--- config.mk ---
export PLATFORM = sky130hd
export DESIGN_NAME = decimal_text_to_int32_parser
export DESIGN_NICKNAME = d
export VERILOG_FILES = /design/src/rtl/dtp_pkg.sv /design/src/rtl/decimal_text_to_int32_parser.sv /design/src/rtl/dtp_front.sv /design/src/rtl/dtp_queue.sv /design/src/rtl/dtp_back.sv
export VERILOG_INCLUDE_DIRS = /design/src /design/src/rtl
export SDC_FILE = /design/constraint.sdc
export NUM_CORES = 1
export LEC_CHECK = 0
export BUFFER_PORTS_ARGS = -buffer_cell sky130_fd_sc_hd__buf_2
export CAP_MARGIN = 30
export CORE_MARGIN = 10
export CORE_UTILIZATION = 40
export CTS_CLUSTER_SIZE = 14
export DETAILED_ROUTE_END_ITERATION = 16
export PLACE_DENSITY = 0.6
export SKIP_CTS_REPAIR_TIMING = 1
export SKIP_LAST_GASP = 1
export SYNTH_ARGS = -nofsm -noshare
export SYNTH_HDL_FRONTEND = slang
export SYNTH_SLANG_ARGS = --single-unit
--- constraint.sdc ---
create_clock -name clk -period 6.1 [get_ports clk]
set_clock_uncertainty 0.05 [all_clocks]
set_input_delay 0 -clock clk [delete_from_list [all_inputs] [get_ports clk]]
set_output_delay 0 -clock clk [all_outputs]
set_load 0.01 [all_outputs]
--- src/rtl/decimal_text_to_int32_parser_defines.svh ---
// ---------------------------------------------------------------------------
// Decimal text parser assertion macros
// Shared concurrent assertion macros for the decimal text parser.
// ---------------------------------------------------------------------------
`ifndef DECIMAL_TEXT_TO_INT32_PARSER_DEFINES_SVH
`define DECIMAL_TEXT_TO_INT32_PARSER_DEFINES_SVH

`ifndef SYNTHESIS
`define DTP_ASSERT_RST(lbl, clk, rst_n, prop, msg) \
  lbl: assert property (@(posedge clk) disable iff (!rst_n) prop) else $error(msg);
`define DTP_ASSERT_CLK(lbl, clk, prop, msg) \
  lbl: assert property (@(posedge clk) prop) else $error(msg);
`else
`define DTP_ASSERT_RST(lbl, clk, rst_n, prop, msg)
`define DTP_ASSERT_CLK(lbl, clk, prop, msg)
`endif

`endif

--- src/rtl/dtp_pkg.sv ---
// ---------------------------------------------------------------------------
// Decimal text parser package
// Types, constants and character codes shared by the parser modules.
// ---------------------------------------------------------------------------
package dtp_pkg;

  localparam int unsigned QUEUE_DEPTH = 4;

  localparam logic [31:0] LIMIT_DIV10    = 32'd214748364;
  localparam logic [3:0]  LAST_DIGIT_NEG = 4'd8;
  localparam logic [3:0]  LAST_DIGIT_POS = 4'd7;
  localparam logic [3:0]  MAX_DIGITS     = 4'd10;
  localparam logic [7:0]  SIGN_MAX       = 8'hFF;
  localparam logic [15:0] MINUS_MAX      = 16'hFFFF;

  localparam logic [7:0] CHAR_ZERO  = 8'h30;
  localparam logic [7:0] CHAR_NINE  = 8'h39;
  localparam logic [7:0] CHAR_PLUS  = 8'h2B;
  localparam logic [7:0] CHAR_MINUS = 8'h2D;
  localparam logic [7:0] CHAR_SPACE = 8'h20;
  localparam logic [7:0] CHAR_TAB   = 8'h09;
  localparam logic [7:0] CHAR_CR    = 8'h0D;

  typedef enum logic [2:0] {
    K_OTHER,
    K_WS,
    K_PLUS,
    K_MINUS,
    K_DIGIT
  } kind_t;

  typedef enum logic [1:0] {
    PH_SPACE,
    PH_SIGNS,
    PH_DIGITS,
    PH_DONE
  } phase_t;

  typedef struct packed {
    kind_t      kind;
    logic       letter;
    logic [3:0] digit;
    logic       last;
  } entry_t;

  typedef struct packed {
    logic       overflow;
    logic       letter;
    logic [3:0] digit_count;
  } back_status_t;

endpackage

--- src/rtl/decimal_text_to_int32_parser.sv ---
// ---------------------------------------------------------------------------
// Decimal text to int32 parser
// Parses a stream of characters into signed 32-bit integers, one per string.
//
//   Channel   Ports                                  Handshake
//   input     in_char_byte, in_end_of_string         push / full
//   result    out_value, out_overflow, out_no_digits empty / pop
//             out_letter_seen, out_sign_count,
//             out_minus_total
//
// One character is taken per cycle while the queue is not full; the back end
// also retires one queued character per cycle while it is not stalled.
// A result is on the result ports from the edge that takes its last character
// out of the queue. While a result waits, the back end stalls only on a final
// character and the queue keeps accepting input until it holds QUEUE_DEPTH
// entries. Reset is synchronous and clears the queue and all parse state.
// ---------------------------------------------------------------------------
`include "decimal_text_to_int32_parser_defines.svh"

module decimal_text_to_int32_parser #(
  parameter int unsigned QUEUE_DEPTH = dtp_pkg::QUEUE_DEPTH
) (
  input  logic               clk,
  input  logic               rst_n,
  input  logic               push,
  output logic               full,
  input  logic [7:0]         in_char_byte,
  input  logic               in_end_of_string,
  output logic               empty,
  input  logic               pop,
  output logic signed [31:0] out_value,
  output logic               out_overflow,
  output logic               out_no_digits,
  output logic               out_letter_seen,
  output logic [7:0]         out_sign_count,
  output logic [15:0]        out_minus_total
);

  dtp_pkg::entry_t       front_entry;
  dtp_pkg::entry_t       q_entry;
  dtp_pkg::back_status_t back_st;
  logic                  q_full;
  logic                  q_empty;
  logic                  q_pop;

  dtp_front u_front (
    .char_byte     (in_char_byte),
    .end_of_string (in_end_of_string),
    .entry         (front_entry)
  );

  dtp_queue #(
    .DEPTH (QUEUE_DEPTH)
  ) u_queue (
    .clk     (clk),
    .rst_n   (rst_n),
    .wr_en   (push),
    .wr_data (front_entry),
    .rd_en   (q_pop),
    .rd_data (q_entry),
    .full    (q_full),
    .empty   (q_empty)
  );

  dtp_back u_back (
    .clk         (clk),
    .rst_n       (rst_n),
    .q_valid     (!q_empty),
    .q_entry     (q_entry),
    .q_pop       (q_pop),
    .pop         (pop),
    .empty       (empty),
    .value       (out_value),
    .overflow    (out_overflow),
    .no_digits   (out_no_digits),
    .letter_seen (out_letter_seen),
    .sign_count  (out_sign_count),
    .minus_total (out_minus_total),
    .status      (back_st)
  );

  assign full = q_full;

  `DTP_ASSERT_RST(a_queue_state, clk, rst_n, !(q_full && q_empty), "Queue reports full and empty.")
  `DTP_ASSERT_RST(a_digit_bound, clk, rst_n, back_st.digit_count <= dtp_pkg::MAX_DIGITS, "Digit count passed its bound.")
  `DTP_ASSERT_RST(a_ovf_sticky, clk, rst_n, $past(rst_n) |-> !$fell(back_st.overflow), "Overflow flag cleared without reset.")
  `DTP_ASSERT_RST(a_stall_cause, clk, rst_n, (!q_empty && !q_pop) |-> (!empty && !pop), "Back end stalled with room for a result.")

endmodule

--- src/rtl/dtp_front.sv ---
// ---------------------------------------------------------------------------
// Decimal text parser front end
// Classifies each incoming character into a compact queue entry.
// ---------------------------------------------------------------------------
module dtp_front (
  input  logic [7:0]      char_byte,
  input  logic            end_of_string,
  output dtp_pkg::entry_t entry
);

  logic is_digit;
  logic is_plus;
  logic is_minus;
  logic is_blank;
  logic is_ws;

  assign is_digit = (char_byte >= dtp_pkg::CHAR_ZERO) && (char_byte <= dtp_pkg::CHAR_NINE);
  assign is_plus  = (char_byte == dtp_pkg::CHAR_PLUS);
  assign is_minus = (char_byte == dtp_pkg::CHAR_MINUS);
  assign is_blank = (char_byte == dtp_pkg::CHAR_SPACE);
  assign is_ws    = is_blank ||
                    ((char_byte >= dtp_pkg::CHAR_TAB) && (char_byte <= dtp_pkg::CHAR_CR));

  always_comb begin
    if (is_digit) begin
      entry.kind = dtp_pkg::K_DIGIT;
    end else if (is_plus) begin
      entry.kind = dtp_pkg::K_PLUS;
    end else if (is_minus) begin
      entry.kind = dtp_pkg::K_MINUS;
    end else if (is_ws) begin
      entry.kind = dtp_pkg::K_WS;
    end else begin
      entry.kind = dtp_pkg::K_OTHER;
    end
    entry.letter = !(is_digit || is_plus || is_minus || is_blank);
    entry.digit  = char_byte[3:0];
    entry.last   = end_of_string;
  end

endmodule

--- src/rtl/dtp_queue.sv ---
// ---------------------------------------------------------------------------
// Decimal text parser queue
// Small circular queue of classified characters between front and back.
// ---------------------------------------------------------------------------
module dtp_queue #(
  parameter int unsigned DEPTH = dtp_pkg::QUEUE_DEPTH
) (
  input  logic            clk,
  input  logic            rst_n,
  input  logic            wr_en,
  input  dtp_pkg::entry_t wr_data,
  input  logic            rd_en,
  output dtp_pkg::entry_t rd_data,
  output logic            full,
  output logic            empty
);

  localparam int unsigned PtrW = (DEPTH > 1) ? $clog2(DEPTH) : 1;
  localparam int unsigned CntW = $clog2(DEPTH + 1);
  localparam logic [PtrW-1:0] PtrLast = PtrW'(DEPTH - 1);
  localparam logic [CntW-1:0] CntFull = CntW'(DEPTH);

  dtp_pkg::entry_t mem_r [DEPTH];
  logic [PtrW-1:0] wr_ptr_r, wr_ptr_nxt;
  logic [PtrW-1:0] rd_ptr_r, rd_ptr_nxt;
  logic [CntW-1:0] count_r, count_nxt;
  logic            do_wr;
  logic            do_rd;

  assign full    = (count_r == CntFull);
  assign empty   = (count_r == '0);
  assign do_wr   = wr_en && !full;
  assign do_rd   = rd_en && !empty;
  assign rd_data = mem_r[rd_ptr_r];

  always_comb begin
    wr_ptr_nxt = wr_ptr_r;
    rd_ptr_nxt = rd_ptr_r;
    count_nxt  = count_r;
    if (do_wr) begin
      wr_ptr_nxt = (wr_ptr_r == PtrLast) ? '0 : wr_ptr_r + 1'b1;
    end
    if (do_rd) begin
      rd_ptr_nxt = (rd_ptr_r == PtrLast) ? '0 : rd_ptr_r + 1'b1;
    end
    if (do_wr && !do_rd) begin
      count_nxt = count_r + 1'b1;
    end else if (do_rd && !do_wr) begin
      count_nxt = count_r - 1'b1;
    end
  end

  always_ff @(posedge clk) begin
    if (!rst_n) begin
      wr_ptr_r <= '0;
      rd_ptr_r <= '0;
      count_r  <= '0;
    end else begin
      wr_ptr_r <= wr_ptr_nxt;
      rd_ptr_r <= rd_ptr_nxt;
      count_r  <= count_nxt;
    end
  end

  always_ff @(posedge clk) begin
    if (do_wr) begin
      mem_r[wr_ptr_r] <= wr_data;
    end
  end

endmodule

--- src/rtl/dtp_back.sv ---
// ---------------------------------------------------------------------------
// Decimal text parser back end
// Runs the parse state machine and holds one finished result for transfer.
// ---------------------------------------------------------------------------
module dtp_back (
  input  logic                  clk,
  input  logic                  rst_n,
  input  logic                  q_valid,
  input  dtp_pkg::entry_t       q_entry,
  output logic                  q_pop,
  input  logic                  pop,
  output logic                  empty,
  output logic signed [31:0]    value,
  output logic                  overflow,
  output logic                  no_digits,
  output logic                  letter_seen,
  output logic [7:0]            sign_count,
  output logic [15:0]           minus_total,
  output dtp_pkg::back_status_t status
);

  dtp_pkg::phase_t phase_r, phase_nxt;
  logic [31:0] acc_r, acc_nxt;
  logic        neg_r, neg_nxt;
  logic [3:0]  dcnt_r, dcnt_nxt;
  logic [7:0]  scnt_r, scnt_nxt;
  logic [15:0] mcnt_r, mcnt_nxt;
  logic        ovf_r, ovf_nxt;
  logic        let_r, let_nxt;

  logic        out_valid_r, out_valid_nxt;
  logic [31:0] out_value_r;
  logic        out_ovf_r;
  logic        out_nod_r;
  logic        out_let_r;
  logic [7:0]  out_scnt_r;
  logic [15:0] out_mcnt_r;

  logic        deq;
  logic        take_sign;
  logic        take_digit;
  logic        over;
  logic [3:0]  last_digit;
  logic [31:0] acc_times_ten;
  logic [31:0] acc_step;
  logic [31:0] res_value;

  assign deq   = q_valid && (!q_entry.last || !out_valid_r || pop);
  assign q_pop = deq;

  always_comb begin
    take_sign  = 1'b0;
    take_digit = 1'b0;
    case (phase_r)
      dtp_pkg::PH_SPACE, dtp_pkg::PH_SIGNS: begin
        take_sign  = (q_entry.kind == dtp_pkg::K_PLUS) || (q_entry.kind == dtp_pkg::K_MINUS);
        take_digit = (q_entry.kind == dtp_pkg::K_DIGIT);
      end
      dtp_pkg::PH_DIGITS: begin
        take_digit = (q_entry.kind == dtp_pkg::K_DIGIT);
      end
      default: begin
        take_sign  = 1'b0;
        take_digit = 1'b0;
      end
    endcase
  end

  assign last_digit    = neg_r ? dtp_pkg::LAST_DIGIT_NEG : dtp_pkg::LAST_DIGIT_POS;
  assign over          = (dcnt_r >= dtp_pkg::MAX_DIGITS) ||
                         ((dcnt_r == dtp_pkg::MAX_DIGITS - 4'd1) &&
                          ((acc_r > dtp_pkg::LIMIT_DIV10) ||
                           ((acc_r == dtp_pkg::LIMIT_DIV10) && (q_entry.digit > last_digit))));
  assign acc_times_ten = {acc_r[28:0], 3'b000} + {acc_r[30:0], 1'b0};
  assign acc_step      = acc_times_ten + {28'd0, q_entry.digit};

  // Next phase.
  always_comb begin
    phase_nxt = phase_r;
    case (phase_r)
      dtp_pkg::PH_SPACE, dtp_pkg::PH_SIGNS: begin
        if (take_sign) begin
          phase_nxt = dtp_pkg::PH_SIGNS;
        end else if (take_digit) begin
          phase_nxt = over ? dtp_pkg::PH_DONE : dtp_pkg::PH_DIGITS;
        end else if (!((phase_r == dtp_pkg::PH_SPACE) && (q_entry.kind == dtp_pkg::K_WS))) begin
          phase_nxt = dtp_pkg::PH_DONE;
        end
      end
      dtp_pkg::PH_DIGITS: begin
        if (take_digit) begin
          phase_nxt = over ? dtp_pkg::PH_DONE : dtp_pkg::PH_DIGITS;
        end else begin
          phase_nxt = dtp_pkg::PH_DONE;
        end
      end
      default: begin
        phase_nxt = dtp_pkg::PH_DONE;
      end
    endcase
  end

  // Datapath updates for the accepted entry.
  always_comb begin
    acc_nxt  = acc_r;
    neg_nxt  = neg_r;
    dcnt_nxt = dcnt_r;
    scnt_nxt = scnt_r;
    mcnt_nxt = mcnt_r;
    ovf_nxt  = ovf_r;
    let_nxt  = let_r | q_entry.letter;
    if (take_sign) begin
      if (q_entry.kind == dtp_pkg::K_MINUS) begin
        neg_nxt = !neg_r;
        if (mcnt_r != dtp_pkg::MINUS_MAX) begin
          mcnt_nxt = mcnt_r + 16'd1;
        end
      end
      if (scnt_r != dtp_pkg::SIGN_MAX) begin
        scnt_nxt = scnt_r + 8'd1;
      end
    end
    if (take_digit) begin
      if (dcnt_r < dtp_pkg::MAX_DIGITS) begin
        dcnt_nxt = dcnt_r + 4'd1;
      end
      if (over) begin
        ovf_nxt = 1'b1;
        acc_nxt = '0;
        neg_nxt = 1'b0;
      end else begin
        acc_nxt = acc_step;
      end
    end
  end

  assign res_value     = neg_nxt ? (32'd0 - acc_nxt) : acc_nxt;
  assign out_valid_nxt = (deq && q_entry.last) ? 1'b1 : (out_valid_r && !pop);

  always_ff @(posedge clk) begin
    if (!rst_n) begin
      phase_r     <= dtp_pkg::PH_SPACE;
      acc_r       <= '0;
      neg_r       <= 1'b0;
      dcnt_r      <= '0;
      scnt_r      <= '0;
      mcnt_r      <= '0;
      ovf_r       <= 1'b0;
      let_r       <= 1'b0;
      out_valid_r <= 1'b0;
    end else begin
      out_valid_r <= out_valid_nxt;
      if (deq) begin
        mcnt_r <= mcnt_nxt;
        ovf_r  <= ovf_nxt;
        let_r  <= let_nxt;
        if (q_entry.last) begin
          phase_r <= dtp_pkg::PH_SPACE;
          acc_r   <= '0;
          neg_r   <= 1'b0;
          dcnt_r  <= '0;
          scnt_r  <= '0;
        end else begin
          phase_r <= phase_nxt;
          acc_r   <= acc_nxt;
          neg_r   <= neg_nxt;
          dcnt_r  <= dcnt_nxt;
          scnt_r  <= scnt_nxt;
        end
      end
    end
  end

  always_ff @(posedge clk) begin
    if (deq && q_entry.last) begin
      out_value_r <= res_value;
      out_ovf_r   <= ovf_nxt;
      out_nod_r   <= (dcnt_nxt == 4'd0);
      out_let_r   <= let_nxt;
      out_scnt_r  <= scnt_nxt;
      out_mcnt_r  <= mcnt_nxt;
    end
  end

  assign empty       = !out_valid_r;
  assign value       = $signed(out_value_r);
  assign overflow    = out_ovf_r;
  assign no_digits   = out_nod_r;
  assign letter_seen = out_let_r;
  assign sign_count  = out_scnt_r;
  assign minus_total = out_mcnt_r;

  assign status.overflow    = ovf_r;
  assign status.letter      = let_r;
  assign status.digit_count = dcnt_r;

endmodule
==> results.md <==
* Run status: completed
* Fin. Hold Viols at 0
* IO Count at 74
* Fin cells at approximately 1500
* Setup TNS at 0 ns
* Async set or reset register ratio after synthesis at 0%
* Delay-heaviest family, CP: compound AO/OA/AOI/OAI gates
* RSZ-0062 raised after global routing: false
* Nets at between 1000 and 1500
* Post-synth net total at around 1200
* Overall Global Routing Usage at 17.0%
* CTS tree: done
* Total number of yosys warnings at 0
* Rows at 60
* Syn Area/Cell at 9.82 um2
* Worst Path Buf+Inv at 1
* Cells after DPL at 1465
* Final Setup Violations at 0
* Worst-path maximum fanout at 9
* Crit start category: flop
* Max Cap Viol at 0
* Die Wd at 184 um
* Clk buf depth at 2
* Setup slack at placement at about 1.0 ns
* Routed vias/inst at slightly below 6
* Worst slew pin tran at approximately 0.95 ns
* WHS Path Cells at 3
* Count of input and output buffers at between 70 and 80
* Initial antenna violation count at 0
* Class of the worst hold path: in -> reg
* Top post-synthesis cells by area: edfxtp_1, dfxtp_1, ha_1
* Initial DRC count at 727
* Max VDD drop at about 0.00027 V
* Yosys top cell area share at 26.4%
* H-tree depth at 4
* Clock slew at reported path FFs at around 0.08 ns
* Drt drc at 0
* Crit. End Element: flop
* DRT Pass-1 Iters at 5
* Largest net degree at the start of global routing at a little over 50
* TritonCTS Buffers at 17
* Worst-path cell chain: buf_4, mux4_2, ha_1, ha_1, fa_1, a211oi_1, o31a_2, o22ai_1, or3_1, a222oi_1, o21a_2, nand4_1, nor4_2, a21oi_1, xnor2_1
* Syn Inst Count at ~1100
* N_diodes at 0
* Cell taking the most area after synthesis: edfxtp_1
* Full die area at approximately 0.034 mm2
* Crit Path Class: reg -> reg
* Clock Latency Late Sink at about 0.44 ns
* Relative slew margins at ~36%
* Worst hold margin at between 0.015 and 0.02 ns
* Critical Path AT at 5.21 ns
* Share of post-route cells with drive strength above 1 at about 15%
* First-pass GRT wire length at ~46 mm
* Area grow syn2layout at 10.9%
* Worst setup margin at about 1 ns
* Commonest cells post-synth: nand2_1, edfxtp_1, nor2_1
* Root Driver: clkbuf_16
* Starting Density at 40.4%
* CP Depth at 15
* Count leader, synth: nand2_1
* RePlAce Congestion at ~0.96
* Post-Syn Area at 0.0108 mm2
* Most frequent CP cell: ha_1
* Clock Sinks at between 150 and 200
* Fmax at slightly below 0.2 GHz
* Seq cells post-synth at 170
* Crit path time final at ~5.1 ns
* Vias in the first global route at ~8600
* Final Max Slew Viols at 0
* Via count at a little under 9000
* Total power at 4340 uW
* CP max stage delay at around 0.55 ns
* Final worst-path cycle share at 83.4%
* Post-route ant nets at 0
* Seq/Total Area, Yosys at 40.4%
* GRT Residual Overflow at 0
* P_leak at ~0.0047 uW
* Critical Path RT at 6.22 ns
* Number of distinct library cells after synthesis at 98
* Post-synth EDFFs at 95
* Routed Wire Length at around 29 mm
* Primary FF master, synth: edfxtp_1
* DPL Wire Length at between 20 and 25 mm
* FF-to-FF path depth at 15
* Power density over cell area at around 360 mW/mm2
* Die H at roughly 180 um
* Routed len/inst at 19.0 um
* Slowest cell on crit path: mux4_2
* Core area at 0.0267 mm2
==> cell families after synthesis <==
kind of cell / after synthesis / synth area share (%)
AOI/OAI and AO/OA: 284 / 19.0
DFF: 170 / 40.4
buffers and inverters: 86 / 4.49
and+or+nand+nor: 388 / 18.0
adders and majority gates: 77 / 9.14
xor gates and xnor gates: 75 / 6.09
muxes: 19 / 2.85
==> registers in the layout (all words and copies together) (netlist names), named ones only <==
register            cells
u_back.out_valid_r      1
u_back.phase_r          2
u_back.overflow         1
u_back.letter_seen      1
u_back.ovf_r            1
u_back.minus_total     16
u_back.let_r            1
u_back.neg_r            1
u_back.scnt_r           8
u_queue.rd_ptr_r        2
u_queue.count_r         3
u_back.dcnt_r           4
u_back.value           32
u_back.mcnt_r          16
u_queue.wr_ptr_r        2
u_back.acc_r           32
u_back.no_digits        1
u_queue.mem_r          36
u_back.sign_count       8
==> report_power, final <==
group	leakage (uW)	switching (uW)	total (uW)	internal (uW)
clock network	0.000291	524	1130	607
logic	0.00291	1100	1610	513
registers	0.00151	97.2	1600	1500
total	0.00471	1720	4340	2620
==> worst reg2reg max path: stages (launching register included) <==
cell	delay, ns
dfxtp_1	0.33
buf_4	0.22
mux4_2	0.56
ha_1	0.30
ha_1	0.25
fa_1	0.42
a211oi_1	0.32
o31a_2	0.31
o22ai_1	0.18
or3_1	0.35
a222oi_1	0.46
o21a_2	0.20
nand4_1	0.16
nor4_2	0.42
a21oi_1	0.15
xnor2_1	0.16
==> worst paths after layout <==
kind / slack (ns) / startpoint / end
min: 0.02 / in_char_byte[5] / u_queue.mem_r[0][7]
max: 1.01 / flop / u_back.value[30]
max reg2reg: 1.01 / flop / u_back.value[30]
min reg2reg: 0.41 / u_back.ovf_r / u_back.ovf_r
==> final cells by class <==
type	count	area, um2
clock inverters	13	146
clock buffers	19	454
inverters	30	113
repair buffers	88	508
fillers	2600	14800
multi-input cells	843	5960
flip-flops and latches	170	4350
well taps	341	427
==> layout by cell type, fill, tap and decap left out, types with 8 or more instances in the layout <==
master	synthesis	final
inv_1	30	29
edfxtp_1	95	95
nor2_1	90	88
nor2b_1	35	35
nand2_1	105	105
a31oi_1	11	11
and2_1	17	17
xnor2_1	44	44
o31ai_1	10	10
mux4_2	9	9
a22oi_1	41	41
clkbuf_16	0	18
o21ai_0	52	52
dfxtp_1	75	75
nand3_1	29	29
xor2_1	31	31
nand4_1	21	21
a22o_1	8	8
a21oi_1	53	52
ha_1	74	74
buf_2	4	73
or3_1	16	16
nor3_1	27	27
o211ai_1	9	9
==> per-stage QoR <==
stage / instance area, um2 / utilization (%)
4_1_cts: 11900 / 44.5
3_3_place_gp: 11300 / 42.2
2_1_floorplan: 10800 / -
3_5_place_dp: 11300 / 42.3
6_report: 12000 / 44.8
5_1_grt: 12000 / 44.8
==> routing by layer <==
layer  global-route usage, %  wire (um)
met1                    21.8      13200
met2                    27.8      13100
met3                    3.27       1520
met4                    6.78        803
met5                       0          0
Note: power is estimated with default switching activity, not from simulation.
